[src/rtl/trt_pkg.sv]
// ----------------------------------------------------------------------------
// trt_pkg
// Shared widths, reset values, codes and the multiply-accumulate program of
// the tagged range trilateration block.
// ----------------------------------------------------------------------------
package trt_pkg;

  localparam int COORD_WIDTH    = 16;
  localparam int DIST_WIDTH     = 16;
  localparam int RAW_WIDTH      = 20;
  localparam int POS_WIDTH      = 32;
  localparam int RATE_WIDTH     = 8;
  localparam int CFG_IDX_WIDTH  = 3;
  localparam int CFG_DATA_WIDTH = (COORD_WIDTH > RATE_WIDTH) ? COORD_WIDTH : RATE_WIDTH;

  // datapath of the solver: 64-bit two's complement, multiplied in two halves
  localparam int ACC_WIDTH   = 64;
  localparam int HALF_WIDTH  = ACC_WIDTH / 2;
  localparam int DIFF_WIDTH  = COORD_WIDTH + 1;
  localparam int OPND_WIDTH  = (DIFF_WIDTH > DIST_WIDTH + 1) ? DIFF_WIDTH : DIST_WIDTH + 1;
  localparam int PROD_WIDTH  = HALF_WIDTH + 1 + OPND_WIDTH;
  localparam int DIV_CNT_WIDTH = $clog2(ACC_WIDTH);

  // reading split: quotient by ten through a reciprocal multiply
  localparam int TAG_WIDTH   = 4;
  localparam int QUOT_WIDTH  = RAW_WIDTH - 3;
  localparam int DCMP_WIDTH  = (QUOT_WIDTH > DIST_WIDTH) ? QUOT_WIDTH : DIST_WIDTH;
  localparam int RECIP_SHIFT = 24;
  localparam int RECIP_MULT  = (2**RECIP_SHIFT + 9) / 10;
  localparam int RECIP_WIDTH = $clog2(RECIP_MULT + 1);
  localparam int RPROD_WIDTH = RAW_WIDTH + RECIP_WIDTH;

  localparam logic [TAG_WIDTH-1:0]  TAG_A    = TAG_WIDTH'(1);
  localparam logic [TAG_WIDTH-1:0]  TAG_B    = TAG_WIDTH'(2);
  localparam logic [TAG_WIDTH-1:0]  TAG_C    = TAG_WIDTH'(3);
  localparam logic [DIST_WIDTH-1:0] DIST_MAX = '1;

  localparam int FIFO_DEPTH     = 2;
  localparam int FIFO_PTR_WIDTH = $clog2(FIFO_DEPTH);
  localparam int FIFO_CNT_WIDTH = $clog2(FIFO_DEPTH + 1);

  localparam int OP_COUNT     = 18;
  localparam int OP_IDX_WIDTH = $clog2(OP_COUNT);

  // saturation limits of a quotient magnitude
  localparam logic [ACC_WIDTH-1:0] POS_LIM_P = ACC_WIDTH'({1'b0, {(POS_WIDTH-1){1'b1}}});
  localparam logic [ACC_WIDTH-1:0] POS_LIM_N = ACC_WIDTH'({1'b1, {(POS_WIDTH-1){1'b0}}});
  localparam logic [ACC_WIDTH-1:0] ACC_MIN   = {1'b1, {(ACC_WIDTH-1){1'b0}}};

  localparam logic [COORD_WIDTH-1:0] AX_RESET   = COORD_WIDTH'(4370);
  localparam logic [COORD_WIDTH-1:0] AY_RESET   = COORD_WIDTH'(0);
  localparam logic [COORD_WIDTH-1:0] BX_RESET   = COORD_WIDTH'(0);
  localparam logic [COORD_WIDTH-1:0] BY_RESET   = COORD_WIDTH'(0);
  localparam logic [COORD_WIDTH-1:0] CX_RESET   = COORD_WIDTH'(0);
  localparam logic [COORD_WIDTH-1:0] CY_RESET   = COORD_WIDTH'(5590);
  localparam logic [RATE_WIDTH-1:0]  RATE_RESET = RATE_WIDTH'(5);

  typedef enum logic [CFG_IDX_WIDTH-1:0] {
    CFG_AX,
    CFG_AY,
    CFG_BX,
    CFG_BY,
    CFG_CX,
    CFG_CY,
    CFG_RATE
  } cfg_idx_e;

  typedef struct packed {
    logic [DIST_WIDTH-1:0] da;
    logic [DIST_WIDTH-1:0] db;
    logic [DIST_WIDTH-1:0] dc;
  } dist_set_t;

  typedef struct packed {
    logic [COORD_WIDTH-1:0] ax;
    logic [COORD_WIDTH-1:0] ay;
    logic [COORD_WIDTH-1:0] bx;
    logic [COORD_WIDTH-1:0] by;
    logic [COORD_WIDTH-1:0] cx;
    logic [COORD_WIDTH-1:0] cy;
  } anchors_t;

  typedef enum logic [3:0] {
    OPD_AX,
    OPD_AY,
    OPD_BX,
    OPD_BY,
    OPD_CX,
    OPD_CY,
    OPD_DA,
    OPD_DB,
    OPD_DC,
    OPD_DIFF_A,
    OPD_DIFF_B,
    OPD_DIFF_D,
    OPD_DIFF_E
  } opnd_e;

  typedef enum logic [2:0] {
    XS_SQUARE,
    XS_DIFF_A,
    XS_DIFF_B,
    XS_REG_C,
    XS_REG_F
  } xsel_e;

  typedef enum logic [2:0] {
    DST_NONE,
    DST_C,
    DST_F,
    DST_DEN,
    DST_NUM_X,
    DST_NUM_Y
  } dst_e;

  typedef struct packed {
    xsel_e xsel;
    opnd_e ysel;
    logic  sub;
    dst_e  dst;
  } mac_op_t;

  typedef struct packed {
    logic start;
    logic neg_den;
  } div_ctrl_t;

  // one product per step, added to or subtracted from the accumulator, stored at a named target
  function automatic mac_op_t mac_program(input logic [OP_IDX_WIDTH-1:0] idx);
    mac_op_t op;
    case (idx)
      0:       op = '{XS_SQUARE, OPD_AX,     1'b0, DST_NONE};
      1:       op = '{XS_SQUARE, OPD_CX,     1'b1, DST_NONE};
      2:       op = '{XS_SQUARE, OPD_AY,     1'b0, DST_NONE};
      3:       op = '{XS_SQUARE, OPD_CY,     1'b1, DST_NONE};
      4:       op = '{XS_SQUARE, OPD_DC,     1'b0, DST_NONE};
      5:       op = '{XS_SQUARE, OPD_DA,     1'b1, DST_C};
      6:       op = '{XS_SQUARE, OPD_BX,     1'b0, DST_NONE};
      7:       op = '{XS_SQUARE, OPD_CX,     1'b1, DST_NONE};
      8:       op = '{XS_SQUARE, OPD_BY,     1'b0, DST_NONE};
      9:       op = '{XS_SQUARE, OPD_CY,     1'b1, DST_NONE};
      10:      op = '{XS_SQUARE, OPD_DC,     1'b0, DST_NONE};
      11:      op = '{XS_SQUARE, OPD_DB,     1'b1, DST_F};
      12:      op = '{XS_DIFF_B, OPD_DIFF_D, 1'b0, DST_NONE};
      13:      op = '{XS_DIFF_A, OPD_DIFF_E, 1'b1, DST_DEN};
      14:      op = '{XS_REG_F,  OPD_DIFF_B, 1'b0, DST_NONE};
      15:      op = '{XS_REG_C,  OPD_DIFF_E, 1'b1, DST_NUM_X};
      16:      op = '{XS_REG_F,  OPD_DIFF_A, 1'b0, DST_NONE};
      17:      op = '{XS_REG_C,  OPD_DIFF_D, 1'b1, DST_NUM_Y};
      default: op = '{XS_SQUARE, OPD_AX,     1'b0, DST_NONE};
    endcase
    return op;
  endfunction

endpackage

[src/rtl/trt_fifo.sv]
// ----------------------------------------------------------------------------
// trt_fifo
// Short queue of range snapshots between the front and the solver.
// ----------------------------------------------------------------------------
module trt_fifo (
  input  logic               clk_i,
  input  logic               rst_ni,
  input  logic               push_i,
  input  trt_pkg::dist_set_t push_data_i,
  output logic               full_o,
  input  logic               pop_i,
  output logic               empty_o,
  output trt_pkg::dist_set_t pop_data_o
);

  trt_pkg::dist_set_t                    mem_q [trt_pkg::FIFO_DEPTH];
  logic [trt_pkg::FIFO_PTR_WIDTH-1:0]    wr_ptr_q, rd_ptr_q;
  logic [trt_pkg::FIFO_CNT_WIDTH-1:0]    count_q;
  logic                                  do_push, do_pop;

  assign full_o     = (count_q == trt_pkg::FIFO_CNT_WIDTH'(trt_pkg::FIFO_DEPTH));
  assign empty_o    = (count_q == '0);
  assign do_push    = push_i & ~full_o;
  assign do_pop     = pop_i & ~empty_o;
  assign pop_data_o = mem_q[rd_ptr_q];

  always_ff @(posedge clk_i or negedge rst_ni) begin
    if (!rst_ni) begin
      wr_ptr_q <= '0;
      rd_ptr_q <= '0;
      count_q  <= '0;
    end else begin
      if (do_push) begin
        wr_ptr_q <= (wr_ptr_q == trt_pkg::FIFO_PTR_WIDTH'(trt_pkg::FIFO_DEPTH - 1)) ?
                    '0 : wr_ptr_q + 1'b1;
      end
      if (do_pop) begin
        rd_ptr_q <= (rd_ptr_q == trt_pkg::FIFO_PTR_WIDTH'(trt_pkg::FIFO_DEPTH - 1)) ?
                    '0 : rd_ptr_q + 1'b1;
      end
      if (do_push && !do_pop) begin
        count_q <= count_q + 1'b1;
      end else if (do_pop && !do_push) begin
        count_q <= count_q - 1'b1;
      end
    end
  end

  always_ff @(posedge clk_i) begin
    if (do_push) begin
      mem_q[wr_ptr_q] <= push_data_i;
    end
  end

`ifndef ASSERT_OFF
  a_no_push_when_full: assert property (@(posedge clk_i) disable iff (!rst_ni)
    push_i |-> !full_o)
    else $error("snapshot pushed into a full queue");
`endif

endmodule

[config.mk]
export PLATFORM = sky130hd
export DESIGN_NAME = trt_fifo
export DESIGN_NICKNAME = d
export VERILOG_FILES = /design/src/rtl/trt_pkg.sv /design/src/rtl/trt_fifo.sv
export SDC_FILE = /design/constraint.sdc
export NUM_CORES = 1
export LEC_CHECK = 0
export ABC_AREA = 1
export ABC_CLOCK_PERIOD_IN_PS = 3000
export BUFFER_PORTS_ARGS = -buffer_cell sky130_fd_sc_hd__buf_4
export CAP_MARGIN = 30
export CORE_ASPECT_RATIO = 1.25
export CORE_UTILIZATION = 47
export DETAILED_ROUTE_END_ITERATION = 12
export PLACE_DENSITY_LB_ADDON = 0.2
export SLEW_MARGIN = 5
export SYNTH_ARGS = -nofsm -noshare
export SYNTH_HDL_FRONTEND = slang
export SYNTH_SLANG_ARGS = --single-unit
[constraint.sdc]
create_clock -name clk_i -period 3 [get_ports clk_i]
set_clock_uncertainty 0.1 [all_clocks]
set_input_delay 0.6 -clock clk_i [delete_from_list [all_inputs] [get_ports clk_i]]
set_output_delay 0.6 -clock clk_i [all_outputs]
set_load 0.02 [all_outputs]
==> run_results.csv <==
group,metric,value,unit
status,status,"finished clean",
setup_path,endpoint_kind,"output pin",
setup_path,path_delay_family,"buffers and inverters",
floorplanning,dieWidth,81.7,µm
final_layout,syn2layout_area_growth,28.1,%
placed_design,hpwl,4270,µm
timing,finalSetupViolCount,0,
global_route,antenna_found_initial,0,
clock_network,cts_made_buffers,9,
timing,timing.slew.headroom,0.553,
run,drv_cap,0,
setup_path,cpMostUsedCell,"nand2_1",
yosys,syn_area,3730,µm²
detailed_routing,wl,6500,µm
global_route,grt_max_degree,50,
placed_design,port_buffers,101,
floorplanning,start_util,0.495,
clock_network,cts_max_path_buffers,2,
pwr,pwr_density_cell,979,nW/µm²
timing,rsz0062_at_grt,"no",
final_layout,drive_above_1_share,0.314,
pwr,p_total,4.67,mW
detailed_routing,drc_errors,0,
floorplanning,core_area,7530,µm²
setup_path,critPathRequiredTime,2300,ps
setup_path,cp_slowest_stage_delay,420,ps
setup_path,cp.arrival,1650,ps
timing,fmax,426,MHz
clock_network,tritoncts,"yes",
clock_network,clock_sinks,100,
setup_path,crit_type,"register to output pin",
detailed_routing,first_iter_violations,131,
floorplanning,dieArea,8300,µm²
detailed_routing,via_per_inst,4.68,
clock_network,clkTransAtPathRegs,90,ps
timing,slew_viol_final,0,
pwr,p_leak,2.06,nW
placed_design,gp_congestion,0.801,
detailed_routing,vias,2278,
final_layout,nets,443,
clock_network,cts_root_buffer,"clkbuf_8",
floorplanning,rows,35,
final_layout,diodes,0,
global_route,grt_util_all_layers,0.169,
timing,tns,0,ps
timing,fin_crit,2350,ps
final_layout,final_common_cell,"nand2_1",
yosys,syn_area_per_cell,13.2,µm²
detailed_routing,dr_wl_met3,414,µm
yosys,postSynthCellCount,283,
hold_path,min_path_type,"input pin to register",
timing,hold_viol,0,
clock_network,cts-htree-levels,3,
floorplanning,die_y,102,µm
detailed_routing,drt-wirelength-per-cell,13.3,µm
timing,tightestPinTransition,669,ps
global_route,grt_remaining_overflow,0,
setup_path,start_kind,"register",
setup_path,worst-path-max-fanout,26,
yosys,ys_ff_latch,100,
pwr,ir_drop,0.000549,V
setup_path,cp_slowest_cell,"dfrtp_2",
detailed_routing,wl_met2,3370,µm
detailed_routing,ant_nets,0,
yosys,synth_nets,336,
yosys,ys_types,15,
global_route,grt_pass1_wl,9910,µm
yosys,ys_seq_area_frac,0.800,
detailed_routing,drt-met1-wl,2590,µm
global_route,grt_pass1_vias,2172,
clock_network,clock_latency,360,ps
detailed_routing,highest_layer,"met4",
yosys,yosysWarnings,0,
timing,period_share,0.782,
setup_path,critPathBufInv,3,
setup_path,path_cells,"inv_2, buf_12, nand2_1, nand2_1, buf_4",
floorplanning,ioPinCount,102,
detailed_routing,first_pass_iters,4,
final_layout,final_cell_mix,"nand2_1, buf_4, edfxtp_1",
==> cell usage after synthesis <==
cell / count / area share
buf_2: 7 / 0.0094
buf_4: 1 / 0.0020
buf_6: 3 / 0.0091
dfrtp_1: 4 / 0.027
edfxtp_1: 96 / 0.77
ha_1: 1 / 0.0034
inv_1: 7 / 0.0070
inv_2: 1 / 0.0010
nand2_1: 153 / 0.15
nand3_1: 1 / 0.0013
nand3b_1: 1 / 0.0020
nand4_1: 1 / 0.0017
nor2_1: 4 / 0.0040
o21ai_0: 2 / 0.0027
xnor2_1: 1 / 0.0023
==> state kept, by name, summed over array words and instances (netlist names) <==
name,flops
count_q,2
wr_ptr_q,1
rd_ptr_q,1
mem_q,96
==> routing by layer <==
layer  GRT usage  vias up
met4      0.0810        0
met3      0.0568       12
li1            -     1150
met1       0.190     1046
met2       0.287       70
met5           0        -
==> area by class of cell <==
class / instances / area, µm²
clock inverter: 6 / 40.0
clock buffer: 10 / 128
fill: 604 / 2760
sequential: 100 / 2980
timing repair buffer: 107 / 831
multi-input combinational: 164 / 647
inverter: 8 / 30.0
tap: 92 / 115
==> logic make-up after synthesis <==
kind of cell               after synthesis  synth area share
buffers and inverters                   19            0.0285
DFF                                    100             0.800
AOI/OAI and AO/OA                        2           0.00268
adders and majority gates                1           0.00336
xor gates and xnor gates                 1           0.00235
and+or+nand+nor                        160             0.163
==> worst paths after layout <==
kind | to | from | cells after the start | slack [ps]
worst min register to register | wr_ptr_q | wr_ptr_q | 2 | 410
min in group asynchronous | rd_ptr_q | rst_ni | 2 | 470
worst max register to register | mem_q[0][40] | count_q[1] | 6 | 1060
worst max-delay path | pop_data_o[22] | rd_ptr_q | 5 | 650
max in group asynchronous | rd_ptr_q | rst_ni | 2 | 2220
worst min-delay path | mem_q[1][38] | push_data_i[38] | 1 | 320
==> stage by stage <==
| stage | area (µm²) | setup WS (ps) | hold WS (ps) | util | cells |
|---|---|---|---|---|---|
| after floorplan | 3730 | 511 | 204 | - | 283 |
| after global placement | 4600 | 880 | 301 | 0.610 | 470 |
| after detailed placement | 4600 | 862 | 301 | 0.610 | 470 |
| after CTS | 4770 | 614 | 307 | 0.634 | 487 |
| after global routing | 4770 | 544 | 295 | 0.634 | 487 |
| final | 4770 | 654 | 320 | 0.634 | 487 |
==> where the power goes <==
part           internal, mW  switching, mW  leakage (nW)
Combinational         0.716           1.24          1.04
Sequential             1.90         0.0831         0.940
Clock                 0.300          0.432        0.0763
Total                  2.92           1.75          2.06
==> timing repair <==
item / CTS / global route
setup buffers: 0 / 0
hold buffers: 1 / 0
resized for setup: 0 / 0
hold endpoints to repair: 4 / 0
(Power assumes the default switching activity.)
