[src/rtl/trt_pkg.sv]
// ----------------------------------------------------------------------------
// trt_pkg
// Shared widths, reset values, codes and the multiply-accumulate program of
// the tagged range trilateration block.
// ----------------------------------------------------------------------------
package trt_pkg;

  localparam int COORD_WIDTH    = 16;
  localparam int DIST_WIDTH     = 16;
  localparam int RAW_WIDTH      = 20;
  localparam int POS_WIDTH      = 32;
  localparam int RATE_WIDTH     = 8;
  localparam int CFG_IDX_WIDTH  = 3;
  localparam int CFG_DATA_WIDTH = (COORD_WIDTH > RATE_WIDTH) ? COORD_WIDTH : RATE_WIDTH;

  // datapath of the solver: 64-bit two's complement, multiplied in two halves
  localparam int ACC_WIDTH   = 64;
  localparam int HALF_WIDTH  = ACC_WIDTH / 2;
  localparam int DIFF_WIDTH  = COORD_WIDTH + 1;
  localparam int OPND_WIDTH  = (DIFF_WIDTH > DIST_WIDTH + 1) ? DIFF_WIDTH : DIST_WIDTH + 1;
  localparam int PROD_WIDTH  = HALF_WIDTH + 1 + OPND_WIDTH;
  localparam int DIV_CNT_WIDTH = $clog2(ACC_WIDTH);

  // reading split: quotient by ten through a reciprocal multiply
  localparam int TAG_WIDTH   = 4;
  localparam int QUOT_WIDTH  = RAW_WIDTH - 3;
  localparam int DCMP_WIDTH  = (QUOT_WIDTH > DIST_WIDTH) ? QUOT_WIDTH : DIST_WIDTH;
  localparam int RECIP_SHIFT = 24;
  localparam int RECIP_MULT  = (2**RECIP_SHIFT + 9) / 10;
  localparam int RECIP_WIDTH = $clog2(RECIP_MULT + 1);
  localparam int RPROD_WIDTH = RAW_WIDTH + RECIP_WIDTH;

  localparam logic [TAG_WIDTH-1:0]  TAG_A    = TAG_WIDTH'(1);
  localparam logic [TAG_WIDTH-1:0]  TAG_B    = TAG_WIDTH'(2);
  localparam logic [TAG_WIDTH-1:0]  TAG_C    = TAG_WIDTH'(3);
  localparam logic [DIST_WIDTH-1:0] DIST_MAX = '1;

  localparam int FIFO_DEPTH     = 2;
  localparam int FIFO_PTR_WIDTH = $clog2(FIFO_DEPTH);
  localparam int FIFO_CNT_WIDTH = $clog2(FIFO_DEPTH + 1);

  localparam int OP_COUNT     = 18;
  localparam int OP_IDX_WIDTH = $clog2(OP_COUNT);

  // saturation limits of a quotient magnitude
  localparam logic [ACC_WIDTH-1:0] POS_LIM_P = ACC_WIDTH'({1'b0, {(POS_WIDTH-1){1'b1}}});
  localparam logic [ACC_WIDTH-1:0] POS_LIM_N = ACC_WIDTH'({1'b1, {(POS_WIDTH-1){1'b0}}});
  localparam logic [ACC_WIDTH-1:0] ACC_MIN   = {1'b1, {(ACC_WIDTH-1){1'b0}}};

  localparam logic [COORD_WIDTH-1:0] AX_RESET   = COORD_WIDTH'(4370);
  localparam logic [COORD_WIDTH-1:0] AY_RESET   = COORD_WIDTH'(0);
  localparam logic [COORD_WIDTH-1:0] BX_RESET   = COORD_WIDTH'(0);
  localparam logic [COORD_WIDTH-1:0] BY_RESET   = COORD_WIDTH'(0);
  localparam logic [COORD_WIDTH-1:0] CX_RESET   = COORD_WIDTH'(0);
  localparam logic [COORD_WIDTH-1:0] CY_RESET   = COORD_WIDTH'(5590);
  localparam logic [RATE_WIDTH-1:0]  RATE_RESET = RATE_WIDTH'(5);

  typedef enum logic [CFG_IDX_WIDTH-1:0] {
    CFG_AX,
    CFG_AY,
    CFG_BX,
    CFG_BY,
    CFG_CX,
    CFG_CY,
    CFG_RATE
  } cfg_idx_e;

  typedef struct packed {
    logic [DIST_WIDTH-1:0] da;
    logic [DIST_WIDTH-1:0] db;
    logic [DIST_WIDTH-1:0] dc;
  } dist_set_t;

  typedef struct packed {
    logic [COORD_WIDTH-1:0] ax;
    logic [COORD_WIDTH-1:0] ay;
    logic [COORD_WIDTH-1:0] bx;
    logic [COORD_WIDTH-1:0] by;
    logic [COORD_WIDTH-1:0] cx;
    logic [COORD_WIDTH-1:0] cy;
  } anchors_t;

  typedef enum logic [3:0] {
    OPD_AX,
    OPD_AY,
    OPD_BX,
    OPD_BY,
    OPD_CX,
    OPD_CY,
    OPD_DA,
    OPD_DB,
    OPD_DC,
    OPD_DIFF_A,
    OPD_DIFF_B,
    OPD_DIFF_D,
    OPD_DIFF_E
  } opnd_e;

  typedef enum logic [2:0] {
    XS_SQUARE,
    XS_DIFF_A,
    XS_DIFF_B,
    XS_REG_C,
    XS_REG_F
  } xsel_e;

  typedef enum logic [2:0] {
    DST_NONE,
    DST_C,
    DST_F,
    DST_DEN,
    DST_NUM_X,
    DST_NUM_Y
  } dst_e;

  typedef struct packed {
    xsel_e xsel;
    opnd_e ysel;
    logic  sub;
    dst_e  dst;
  } mac_op_t;

  typedef struct packed {
    logic start;
    logic neg_den;
  } div_ctrl_t;

  // one product per step, added to or subtracted from the accumulator, stored at a named target
  function automatic mac_op_t mac_program(input logic [OP_IDX_WIDTH-1:0] idx);
    mac_op_t op;
    case (idx)
      0:       op = '{XS_SQUARE, OPD_AX,     1'b0, DST_NONE};
      1:       op = '{XS_SQUARE, OPD_CX,     1'b1, DST_NONE};
      2:       op = '{XS_SQUARE, OPD_AY,     1'b0, DST_NONE};
      3:       op = '{XS_SQUARE, OPD_CY,     1'b1, DST_NONE};
      4:       op = '{XS_SQUARE, OPD_DC,     1'b0, DST_NONE};
      5:       op = '{XS_SQUARE, OPD_DA,     1'b1, DST_C};
      6:       op = '{XS_SQUARE, OPD_BX,     1'b0, DST_NONE};
      7:       op = '{XS_SQUARE, OPD_CX,     1'b1, DST_NONE};
      8:       op = '{XS_SQUARE, OPD_BY,     1'b0, DST_NONE};
      9:       op = '{XS_SQUARE, OPD_CY,     1'b1, DST_NONE};
      10:      op = '{XS_SQUARE, OPD_DC,     1'b0, DST_NONE};
      11:      op = '{XS_SQUARE, OPD_DB,     1'b1, DST_F};
      12:      op = '{XS_DIFF_B, OPD_DIFF_D, 1'b0, DST_NONE};
      13:      op = '{XS_DIFF_A, OPD_DIFF_E, 1'b1, DST_DEN};
      14:      op = '{XS_REG_F,  OPD_DIFF_B, 1'b0, DST_NONE};
      15:      op = '{XS_REG_C,  OPD_DIFF_E, 1'b1, DST_NUM_X};
      16:      op = '{XS_REG_F,  OPD_DIFF_A, 1'b0, DST_NONE};
      17:      op = '{XS_REG_C,  OPD_DIFF_D, 1'b1, DST_NUM_Y};
      default: op = '{XS_SQUARE, OPD_AX,     1'b0, DST_NONE};
    endcase
    return op;
  endfunction

endpackage

[src/rtl/trt_div.sv]
// ----------------------------------------------------------------------------
// trt_div
// Signed 64-bit division, truncating toward zero, one quotient bit per cycle,
// with the quotient saturated to 32 bits.
// ----------------------------------------------------------------------------
module trt_div (
  input  logic                              clk_i,
  input  logic                              rst_ni,
  input  trt_pkg::div_ctrl_t                ctrl_i,
  input  logic [trt_pkg::ACC_WIDTH-1:0]     num_i,
  input  logic [trt_pkg::ACC_WIDTH-1:0]     den_i,
  output logic                              done_o,
  output logic [trt_pkg::POS_WIDTH-1:0]     quot_o
);

  typedef enum logic [1:0] {
    D_IDLE,
    D_RUN,
    D_FIN
  } div_state_e;

  div_state_e                           state_q;
  logic [trt_pkg::ACC_WIDTH-1:0]        dvd_q, rem_q, dsr_q;
  logic [trt_pkg::DIV_CNT_WIDTH-1:0]    cnt_q;
  logic                                 neg_q;
  logic                                 done_q;
  logic [trt_pkg::POS_WIDTH-1:0]        quot_q;

  logic                                 num_neg, den_neg;
  logic [trt_pkg::ACC_WIDTH-1:0]        num_mag, den_mag;
  logic [trt_pkg::ACC_WIDTH:0]          trial, trial_sub;
  logic                                 trial_ge;
  logic [trt_pkg::POS_WIDTH-1:0]        sat_res;

  // sign of the divisor after an optional negation, most negative value stays negative
  assign num_neg = num_i[trt_pkg::ACC_WIDTH-1];
  assign den_neg = ctrl_i.neg_den ?
                   (~den_i[trt_pkg::ACC_WIDTH-1] | (den_i == trt_pkg::ACC_MIN)) :
                   den_i[trt_pkg::ACC_WIDTH-1];
  assign num_mag = num_neg ? ('0 - num_i) : num_i;
  assign den_mag = den_i[trt_pkg::ACC_WIDTH-1] ? ('0 - den_i) : den_i;

  assign trial     = {rem_q, dvd_q[trt_pkg::ACC_WIDTH-1]};
  assign trial_sub = trial - {1'b0, dsr_q};
  assign trial_ge  = ~trial_sub[trt_pkg::ACC_WIDTH];

  always_comb begin
    if (neg_q) begin
      if (dvd_q > trt_pkg::POS_LIM_N) begin
        sat_res = trt_pkg::POS_WIDTH'(trt_pkg::POS_LIM_N);
      end else begin
        sat_res = '0 - dvd_q[trt_pkg::POS_WIDTH-1:0];
      end
    end else begin
      if (dvd_q > trt_pkg::POS_LIM_P) begin
        sat_res = trt_pkg::POS_WIDTH'(trt_pkg::POS_LIM_P);
      end else begin
        sat_res = dvd_q[trt_pkg::POS_WIDTH-1:0];
      end
    end
  end

  always_ff @(posedge clk_i or negedge rst_ni) begin
    if (!rst_ni) begin
      state_q <= D_IDLE;
      dvd_q   <= '0;
      rem_q   <= '0;
      dsr_q   <= '0;
      cnt_q   <= '0;
      neg_q   <= 1'b0;
      done_q  <= 1'b0;
      quot_q  <= '0;
    end else begin
      done_q <= (state_q == D_FIN);
      unique case (state_q)
        D_IDLE: begin
          if (ctrl_i.start) begin
            dvd_q   <= num_mag;
            dsr_q   <= den_mag;
            rem_q   <= '0;
            cnt_q   <= '0;
            neg_q   <= num_neg ^ den_neg;
            state_q <= D_RUN;
          end
        end
        D_RUN: begin
          // dividend shifts out at the top while quotient bits enter at the bottom
          rem_q <= trial_ge ? trial_sub[trt_pkg::ACC_WIDTH-1:0] :
                              trial[trt_pkg::ACC_WIDTH-1:0];
          dvd_q <= {dvd_q[trt_pkg::ACC_WIDTH-2:0], trial_ge};
          cnt_q <= cnt_q + 1'b1;
          if (cnt_q == trt_pkg::DIV_CNT_WIDTH'(trt_pkg::ACC_WIDTH - 1)) begin
            state_q <= D_FIN;
          end
        end
        D_FIN: begin
          quot_q  <= sat_res;
          state_q <= D_IDLE;
        end
      endcase
    end
  end

  assign done_o = done_q;
  assign quot_o = quot_q;

`ifndef ASSERT_OFF
  a_done_single: assert property (@(posedge clk_i) disable iff (!rst_ni)
    done_o |=> !done_o)
    else $error("division done held for more than one cycle");
  a_start_when_idle: assert property (@(posedge clk_i) disable iff (!rst_ni)
    ctrl_i.start |-> state_q == D_IDLE)
    else $error("division started while one is in progress");
`endif

endmodule

[src/rtl/trt_back.sv]
// ----------------------------------------------------------------------------
// trt_back
// Solver: takes a range snapshot, forms the trilateration terms on one shared
// multiplier with an accumulator, then runs the two divisions unless the anchors are collinear.
// ----------------------------------------------------------------------------
module trt_back (
  input  logic                              clk_i,
  input  logic                              rst_ni,
  input  trt_pkg::anchors_t                 anchors_i,
  input  logic                              empty_i,
  output logic                              pop_o,
  input  trt_pkg::dist_set_t                pop_data_i,
  output logic                              out_valid_o,
  input  logic                              out_stall_i,
  output logic [trt_pkg::POS_WIDTH-1:0]     pos_x_o,
  output logic [trt_pkg::POS_WIDTH-1:0]     pos_y_o,
  output logic                              degenerate_o
);

  typedef enum logic [2:0] {
    S_IDLE,
    S_MAC,
    S_DRAIN,
    S_CHECK,
    S_DIV_X,
    S_START_Y,
    S_DIV_Y,
    S_LOAD
  } back_state_e;

  back_state_e                            state_q;
  trt_pkg::dist_set_t                     dist_q;
  logic [trt_pkg::OP_IDX_WIDTH-1:0]       op_idx_q;
  logic                                   phase_q;
  logic [trt_pkg::ACC_WIDTH-1:0]          term_q;
  logic                                   term_vld_q;
  logic                                   term_sub_q;
  trt_pkg::dst_e                          term_dst_q;
  logic [trt_pkg::ACC_WIDTH-1:0]          acc_q, c_q, f_q, den_q, nx_q, ny_q;
  logic [trt_pkg::POS_WIDTH-1:0]          res_x_q, res_y_q;
  logic                                   res_deg_q;
  logic                                   out_valid_q;
  logic [trt_pkg::POS_WIDTH-1:0]          pos_x_q, pos_y_q;
  logic                                   deg_q;

  trt_pkg::mac_op_t                       op;
  logic signed [trt_pkg::DIFF_WIDTH-1:0]  diff_a, diff_b, diff_d, diff_e;
  logic signed [trt_pkg::OPND_WIDTH-1:0]  y_opnd;
  logic [trt_pkg::ACC_WIDTH-1:0]          x_opnd;
  logic [trt_pkg::HALF_WIDTH-1:0]         x_half;
  logic signed [trt_pkg::PROD_WIDTH-1:0]  prod;
  logic [trt_pkg::ACC_WIDTH-1:0]          term_next;
  logic [trt_pkg::ACC_WIDTH-1:0]          acc_sum;
  logic                                   out_free;
  trt_pkg::div_ctrl_t                     div_ctrl;
  logic                                   div_done;
  logic [trt_pkg::POS_WIDTH-1:0]          div_quot;

  assign op = trt_pkg::mac_program(op_idx_q);

  assign diff_a = trt_pkg::DIFF_WIDTH'($signed(anchors_i.ax))
                - trt_pkg::DIFF_WIDTH'($signed(anchors_i.cx));
  assign diff_b = trt_pkg::DIFF_WIDTH'($signed(anchors_i.ay))
                - trt_pkg::DIFF_WIDTH'($signed(anchors_i.cy));
  assign diff_d = trt_pkg::DIFF_WIDTH'($signed(anchors_i.bx))
                - trt_pkg::DIFF_WIDTH'($signed(anchors_i.cx));
  assign diff_e = trt_pkg::DIFF_WIDTH'($signed(anchors_i.by))
                - trt_pkg::DIFF_WIDTH'($signed(anchors_i.cy));

  always_comb begin
    unique case (op.ysel)
      trt_pkg::OPD_AX:     y_opnd = trt_pkg::OPND_WIDTH'($signed(anchors_i.ax));
      trt_pkg::OPD_AY:     y_opnd = trt_pkg::OPND_WIDTH'($signed(anchors_i.ay));
      trt_pkg::OPD_BX:     y_opnd = trt_pkg::OPND_WIDTH'($signed(anchors_i.bx));
      trt_pkg::OPD_BY:     y_opnd = trt_pkg::OPND_WIDTH'($signed(anchors_i.by));
      trt_pkg::OPD_CX:     y_opnd = trt_pkg::OPND_WIDTH'($signed(anchors_i.cx));
      trt_pkg::OPD_CY:     y_opnd = trt_pkg::OPND_WIDTH'($signed(anchors_i.cy));
      trt_pkg::OPD_DA:     y_opnd = $signed(trt_pkg::OPND_WIDTH'(dist_q.da));
      trt_pkg::OPD_DB:     y_opnd = $signed(trt_pkg::OPND_WIDTH'(dist_q.db));
      trt_pkg::OPD_DC:     y_opnd = $signed(trt_pkg::OPND_WIDTH'(dist_q.dc));
      trt_pkg::OPD_DIFF_A: y_opnd = trt_pkg::OPND_WIDTH'(diff_a);
      trt_pkg::OPD_DIFF_B: y_opnd = trt_pkg::OPND_WIDTH'(diff_b);
      trt_pkg::OPD_DIFF_D: y_opnd = trt_pkg::OPND_WIDTH'(diff_d);
      trt_pkg::OPD_DIFF_E: y_opnd = trt_pkg::OPND_WIDTH'(diff_e);
      default:             y_opnd = '0;
    endcase
  end

  always_comb begin
    unique case (op.xsel)
      trt_pkg::XS_SQUARE: x_opnd = trt_pkg::ACC_WIDTH'(y_opnd);
      trt_pkg::XS_DIFF_A: x_opnd = trt_pkg::ACC_WIDTH'(diff_a);
      trt_pkg::XS_DIFF_B: x_opnd = trt_pkg::ACC_WIDTH'(diff_b);
      trt_pkg::XS_REG_C:  x_opnd = c_q;
      trt_pkg::XS_REG_F:  x_opnd = f_q;
      default:            x_opnd = '0;
    endcase
  end

  // wide operand in two unsigned halves, product kept modulo 2^64
  assign x_half    = phase_q ? x_opnd[trt_pkg::ACC_WIDTH-1:trt_pkg::HALF_WIDTH] :
                               x_opnd[trt_pkg::HALF_WIDTH-1:0];
  assign prod      = $signed({1'b0, x_half}) * y_opnd;
  assign term_next = phase_q ? {prod[trt_pkg::HALF_WIDTH-1:0], trt_pkg::HALF_WIDTH'(0)} :
                               trt_pkg::ACC_WIDTH'(prod);

  assign acc_sum = term_sub_q ? (acc_q - term_q) : (acc_q + term_q);

  assign out_free = ~out_valid_q | ~out_stall_i;
  assign pop_o    = (state_q == S_IDLE) & ~empty_i;

  assign div_ctrl.start   = ((state_q == S_CHECK) && (den_q != '0)) || (state_q == S_START_Y);
  assign div_ctrl.neg_den = (state_q == S_START_Y);

  trt_div u_div (
    .clk_i  (clk_i),
    .rst_ni (rst_ni),
    .ctrl_i (div_ctrl),
    .num_i  ((state_q == S_START_Y) ? ny_q : nx_q),
    .den_i  (den_q),
    .done_o (div_done),
    .quot_o (div_quot)
  );

  always_ff @(posedge clk_i or negedge rst_ni) begin
    if (!rst_ni) begin
      state_q     <= S_IDLE;
      dist_q      <= '0;
      op_idx_q    <= '0;
      phase_q     <= 1'b0;
      term_q      <= '0;
      term_vld_q  <= 1'b0;
      term_sub_q  <= 1'b0;
      term_dst_q  <= trt_pkg::DST_NONE;
      acc_q       <= '0;
      c_q         <= '0;
      f_q         <= '0;
      den_q       <= '0;
      nx_q        <= '0;
      ny_q        <= '0;
      res_x_q     <= '0;
      res_y_q     <= '0;
      res_deg_q   <= 1'b0;
      out_valid_q <= 1'b0;
      pos_x_q     <= '0;
      pos_y_q     <= '0;
      deg_q       <= 1'b0;
    end else begin
      // accumulate stage, fed by the product registered in term_q
      if (term_vld_q) begin
        if (term_dst_q == trt_pkg::DST_NONE) begin
          acc_q <= acc_sum;
        end else begin
          acc_q <= '0;
          unique case (term_dst_q)
            trt_pkg::DST_C:     c_q   <= acc_sum;
            trt_pkg::DST_F:     f_q   <= acc_sum;
            trt_pkg::DST_DEN:   den_q <= {acc_sum[trt_pkg::ACC_WIDTH-2:0], 1'b0};
            trt_pkg::DST_NUM_X: nx_q  <= acc_sum;
            trt_pkg::DST_NUM_Y: ny_q  <= acc_sum;
            default: ;
          endcase
        end
      end

      // the load state refills the output register itself
      if (out_valid_q && !out_stall_i && (state_q != S_LOAD)) begin
        out_valid_q <= 1'b0;
      end

      term_vld_q <= (state_q == S_MAC);
      unique case (state_q)
        S_IDLE: begin
          if (!empty_i) begin
            dist_q   <= pop_data_i;
            acc_q    <= '0;
            op_idx_q <= '0;
            phase_q  <= 1'b0;
            state_q  <= S_MAC;
          end
        end
        S_MAC: begin
          term_q     <= term_next;
          term_sub_q <= op.sub;
          term_dst_q <= phase_q ? op.dst : trt_pkg::DST_NONE;
          phase_q    <= ~phase_q;
          if (phase_q) begin
            if (op_idx_q == trt_pkg::OP_IDX_WIDTH'(trt_pkg::OP_COUNT - 1)) begin
              state_q <= S_DRAIN;
            end else begin
              op_idx_q <= op_idx_q + 1'b1;
            end
          end
        end
        S_DRAIN: begin
          state_q <= S_CHECK;
        end
        S_CHECK: begin
          // collinear anchors give zeros and the flag
          if (den_q == '0) begin
            res_x_q   <= '0;
            res_y_q   <= '0;
            res_deg_q <= 1'b1;
            state_q   <= S_LOAD;
          end else begin
            state_q <= S_DIV_X;
          end
        end
        S_DIV_X: begin
          if (div_done) begin
            res_x_q <= div_quot;
            state_q <= S_START_Y;
          end
        end
        S_START_Y: begin
          state_q <= S_DIV_Y;
        end
        S_DIV_Y: begin
          if (div_done) begin
            res_y_q   <= div_quot;
            res_deg_q <= 1'b0;
            state_q   <= S_LOAD;
          end
        end
        S_LOAD: begin
          if (out_free) begin
            pos_x_q     <= res_x_q;
            pos_y_q     <= res_y_q;
            deg_q       <= res_deg_q;
            out_valid_q <= 1'b1;
            state_q     <= S_IDLE;
          end
        end
      endcase
    end
  end

  assign out_valid_o  = out_valid_q;
  assign pos_x_o      = pos_x_q;
  assign pos_y_o      = pos_y_q;
  assign degenerate_o = deg_q;

`ifndef ASSERT_OFF
  a_degenerate_zero: assert property (@(posedge clk_i) disable iff (!rst_ni)
    (out_valid_q && deg_q) |-> (pos_x_q == '0 && pos_y_q == '0))
    else $error("degenerate result carries a nonzero position");
`endif

endmodule

[config.mk]
export PLATFORM = sky130hd
export DESIGN_NAME = trt_back
export DESIGN_NICKNAME = d
export VERILOG_FILES = /design/src/rtl/trt_pkg.sv /design/src/rtl/trt_div.sv /design/src/rtl/trt_back.sv
export SDC_FILE = /design/constraint.sdc
export NUM_CORES = 2
export LEC_CHECK = 0
export BUFFER_PORTS_ARGS = -buffer_cell sky130_fd_sc_hd__buf_2
export CAP_MARGIN = 20
export CORE_ASPECT_RATIO = 1.75
export CORE_MARGIN = 1.5
export CORE_UTILIZATION = 55
export CTS_BUF_LIST = sky130_fd_sc_hd__clkbuf_4
export CTS_CLUSTER_SIZE = 24
export DETAILED_ROUTE_END_ITERATION = 8
export PLACE_DENSITY = 0.72
export SLEW_MARGIN = 20
export SYNTH_ARGS = -nofsm -noshare
export SYNTH_HDL_FRONTEND = slang
export SYNTH_HIERARCHICAL = 1
export SYNTH_SLANG_ARGS = --single-unit
export TNS_END_PERCENT = 10
[constraint.sdc]
create_clock -name clk_i -period 12.4 [get_ports clk_i]
set_input_delay 1.86 -clock clk_i [delete_from_list [all_inputs] [get_ports clk_i]]
set_output_delay 1.86 -clock clk_i [all_outputs]
set_load 0.01 [all_outputs]
==> impl_metrics.py <==
metrics = {
    "status": {
        "status": "finished, final reports clean",
    },
    "timing": {
        "min_period_over_period_pct": 89.2,
        "finalSetupTns_ns": 0,
        "finalHoldViolations": 0,
        "fin_crit_ns": 11.06,
        "worstMarginPinSlew_ns": 1.27,
        "fin_skew_ns": 0.106,
        "max_freq_mhz": 90.4,
        "setup_ws_ns": 1.34,
        "drv_slew": 0,
        "relSlewSlack_pct": 14.7,
        "finalSetupViolCount": 0,
        "rsz0062_at_grt": "no",
    },
    "worst_setup_path": {
        "regToRegSetupSlack_ns": 1.34,
        "required_ns": 13.44,
        "worstSetupStartpointType": "flop",
        "path_depth": 34,
        "crit_slowest_cell": "nand4bb_1",
        "r2r-end": "term_q[48]$_DFFE_PN0P_",
        "setup.worst_path.end_class": "flop",
        "cp.arrival_ns": 12.10,
        "crit_top_cell": "fa_1",
        "setup.worst_path.start": "op_idx_q[0]$_DFFE_PN0P_",
        "cp_num_buf_inv": 6,
        "r2r_start": "op_idx_q[0]$_DFFE_PN0P_",
        "path_class": "reg -> reg",
        "crit_fanout": 33,
        "ff2ff_path_depth": 34,
        "crit_family": "compound AO/OA/AOI/OAI gates",
        "max_stage_delay_ns": 0.71,
        "endpoint": "term_q[48]$_DFFE_PN0P_",
    },
    "synth": {
        "synth_flop_cell": "dfrtp_1",
        "synth-seq-cells": 874,
        "syn_area_mm2": 0.0703,
        "synth_edf_count": 0,
        "synth_async_sr_flop_share_pct": 100,
        "synth-seq-area-share_pct": 31.1,
        "yosys_warnings": 6,
        "syn_area_per_cell_um2": 8.61,
        "post_synth_num_cell_types": 111,
        "syn-instance-count": 8166,
    },
    "detailed_routing": {
        "ant_nets": 0,
        "vias_per_cell": 6.18,
        "drt_pass1_iterations": 6,
        "drt-initial-drc-count": 4644,
        "wire_per_inst_um": 24.8,
        "via_count": 62600,
        "drc": 0,
        "routed_wl_um": 252000,
    },
    "cts": {
        "cts_tree": "built",
        "cts_hold_buf": 0,
        "cts.path.max_buffers": 3,
        "clock_sinks": 874,
        "cts.clk_slew.worst_paths_ns": 0.07,
        "cts_buffers": 204,
        "cts_setup_buffers": 0,
        "ctsResizeCount": 0,
        "clk_latency_ns": 1.23,
        "cts_root_buf": "clkbuf_4",
        "cts-htree-levels": 4,
    },
    "placed_design": {
        "place_congestion": 1.04,
        "io_buffers": 214,
        "place_ws_ns": 0.564,
        "place.detailed.hpwl_um": 197000,
    },
    "die": {
        "start_util_pct": 55.5,
        "dieArea_mm2": 0.130,
        "dieHeight_um": 476,
        "fp-row-count": 173,
        "io_pins": 215,
        "design.core.area_mm2": 0.127,
        "die-width_um": 273,
    },
    "flow_run": {
        "max_cap_violations": 0,
    },
    "final_layout": {
        "nFillCells": 11600,
        "multi_input_area_mm2": 0.0444,
        "seqCellArea_mm2": 0.0219,
        "final_layout_size_suffix_gt1_share_pct": 11.5,
        "fin_nets": 9266,
        "area_delta_synth_final_pct": 8.16,
    },
    "global_route": {
        "grt_pass1_wl_um": 378000,
        "overflow": 0,
        "grt_pass1_vias": 64000,
        "grt.total_usage_pct": 38.6,
        "grt_max_degree": 174,
        "antenna_found_initial": 12,
    },
    "worst_hold_path": {
        "worstHoldStart": "res_x_q[7]$_DFFE_PN0P_",
        "hp-class": "reg -> reg",
    },
}
[stage by stage]
| step | instances | util [%] | hold slack (ns) | cell area (um^2) |
|---|---|---|---|---|
| 2_1_floorplan | 8170 | - | 0.444 | 70400 |
| 3_3_place_gp | 9752 | 57.7 | 0.458 | 73200 |
| 3_5_place_dp | 9753 | 57.7 | 0.464 | 73200 |
| 4_1_cts | 10100 | 59.9 | 0.481 | 76000 |
| 5_1_grt | 10100 | 60.0 | 0.498 | 76100 |
| 6_report | 10100 | 60.0 | 0.480 | 76100 |
[cells in the mapped netlist, types with 61 or more instances]
cell      number  area [um^2]
inv_1        690         2590
a22oi_1       80          601
ha_1         362         4530
a31oi_1       61          382
nor2b_1       61          382
a21o_1       105          788
o21ai_0      822         4110
a21oi_1      415         2080
xnor2_1      184         1610
nand2_1     1209         4540
o31ai_1       73          548
clkbuf_1     374         1400
mux2_2       126         1420
nand2b_1      87          544
nor3_1       114          571
nand3_1      101          505
nor2_1       694         2610
xor2_1       195         1710
dfrtp_1      874        21900
fa_1         455         9110
[state kept, by name (all words and copies together) (netlist names), 48 cells and up]
name and cells:
den_q 63, acc_q 64, nx_q 64, term_q 64, u_div/dvd_q 64, dist_q 48
c_q 64, f_q 64, ny_q 64, u_div/rem_q 64, u_div/dsr_q 64
[area by class of cell]
cell class                 instances  area share [%]
timing repair buffer             372            3.10
antenna                           10          0.0329
inverter                         692            3.41
clock buffer                     290            2.86
tap                             1662            2.73
multi-input combinational       6157            58.3
sequential                       874            28.7
clock inverter                    81           0.794
[cells by family (layout without fill, tap and decap cells)]
logic type / count (synthesis) / after routing / share of synthesized area (%)
AND/OR/NAND/NOR: 2673 / 2673 / 17.1
AO/OA/AOI/OAI: 2096 / 2096 / 18.6
buffers and inverters: 1139 / 1435 / 6.25
flip-flops: 874 / 874 / 31.1
adder cells (fa/ha/maj): 817 / 817 / 19.4
XOR/XNOR: 379 / 379 / 4.72
multiplexers: 187 / 187 / 2.90
other: 1 / 15 / 0.00533
[tightest hold or removal path, delay by kind of cell, from the launching register on]
kind | cells | cell delay [ns]
compound gates | 1 | 0.06
simple gates | 1 | 0.04
flops | 1 | 0.34
[cells in the final DEF, fill, tap and decap left out, types with 216 or more instances in the layout]
cell type / Yosys / layout
clkbuf_4: 0 / 291
a21oi_1: 415 / 412
ha_1: 362 / 361
inv_1: 690 / 689
o21ai_0: 822 / 822
nor2_1: 694 / 685
nand2_1: 1209 / 1202
buf_2: 37 / 216
fa_1: 455 / 455
dfrtp_1: 874 / 871
[worst min path at each step]
stage,end,cells past startpoint,slack (ns)
4_1_cts,res_deg_q$_DFFE_PN0P_,1,0.48
6_report,res_x_q[7]$_DFFE_PN0P_,2,0.48
3_5_place_dp,res_deg_q$_DFFE_PN0P_,1,0.46
2_1_floorplan,res_deg_q$_DFFE_PN0P_,1,0.44
5_1_grt,ny_q[40]$_DFFE_PN0P_,2,0.50
3_3_place_gp,res_x_q[7]$_DFFE_PN0P_,2,0.46
[layer usage]
layer  vias up  track usage, %  share of wire (%)
met5         -               0              0.015
met4         6            38.1                 12
met3      1121            6.63                5.4
met2      2621            67.8                 51
met1     30500            37.3                 32
li1      28400               -                  -
Power is not shown: default switching activity piles up to over one toggle a cycle in this logic, so the estimate is an artifact.
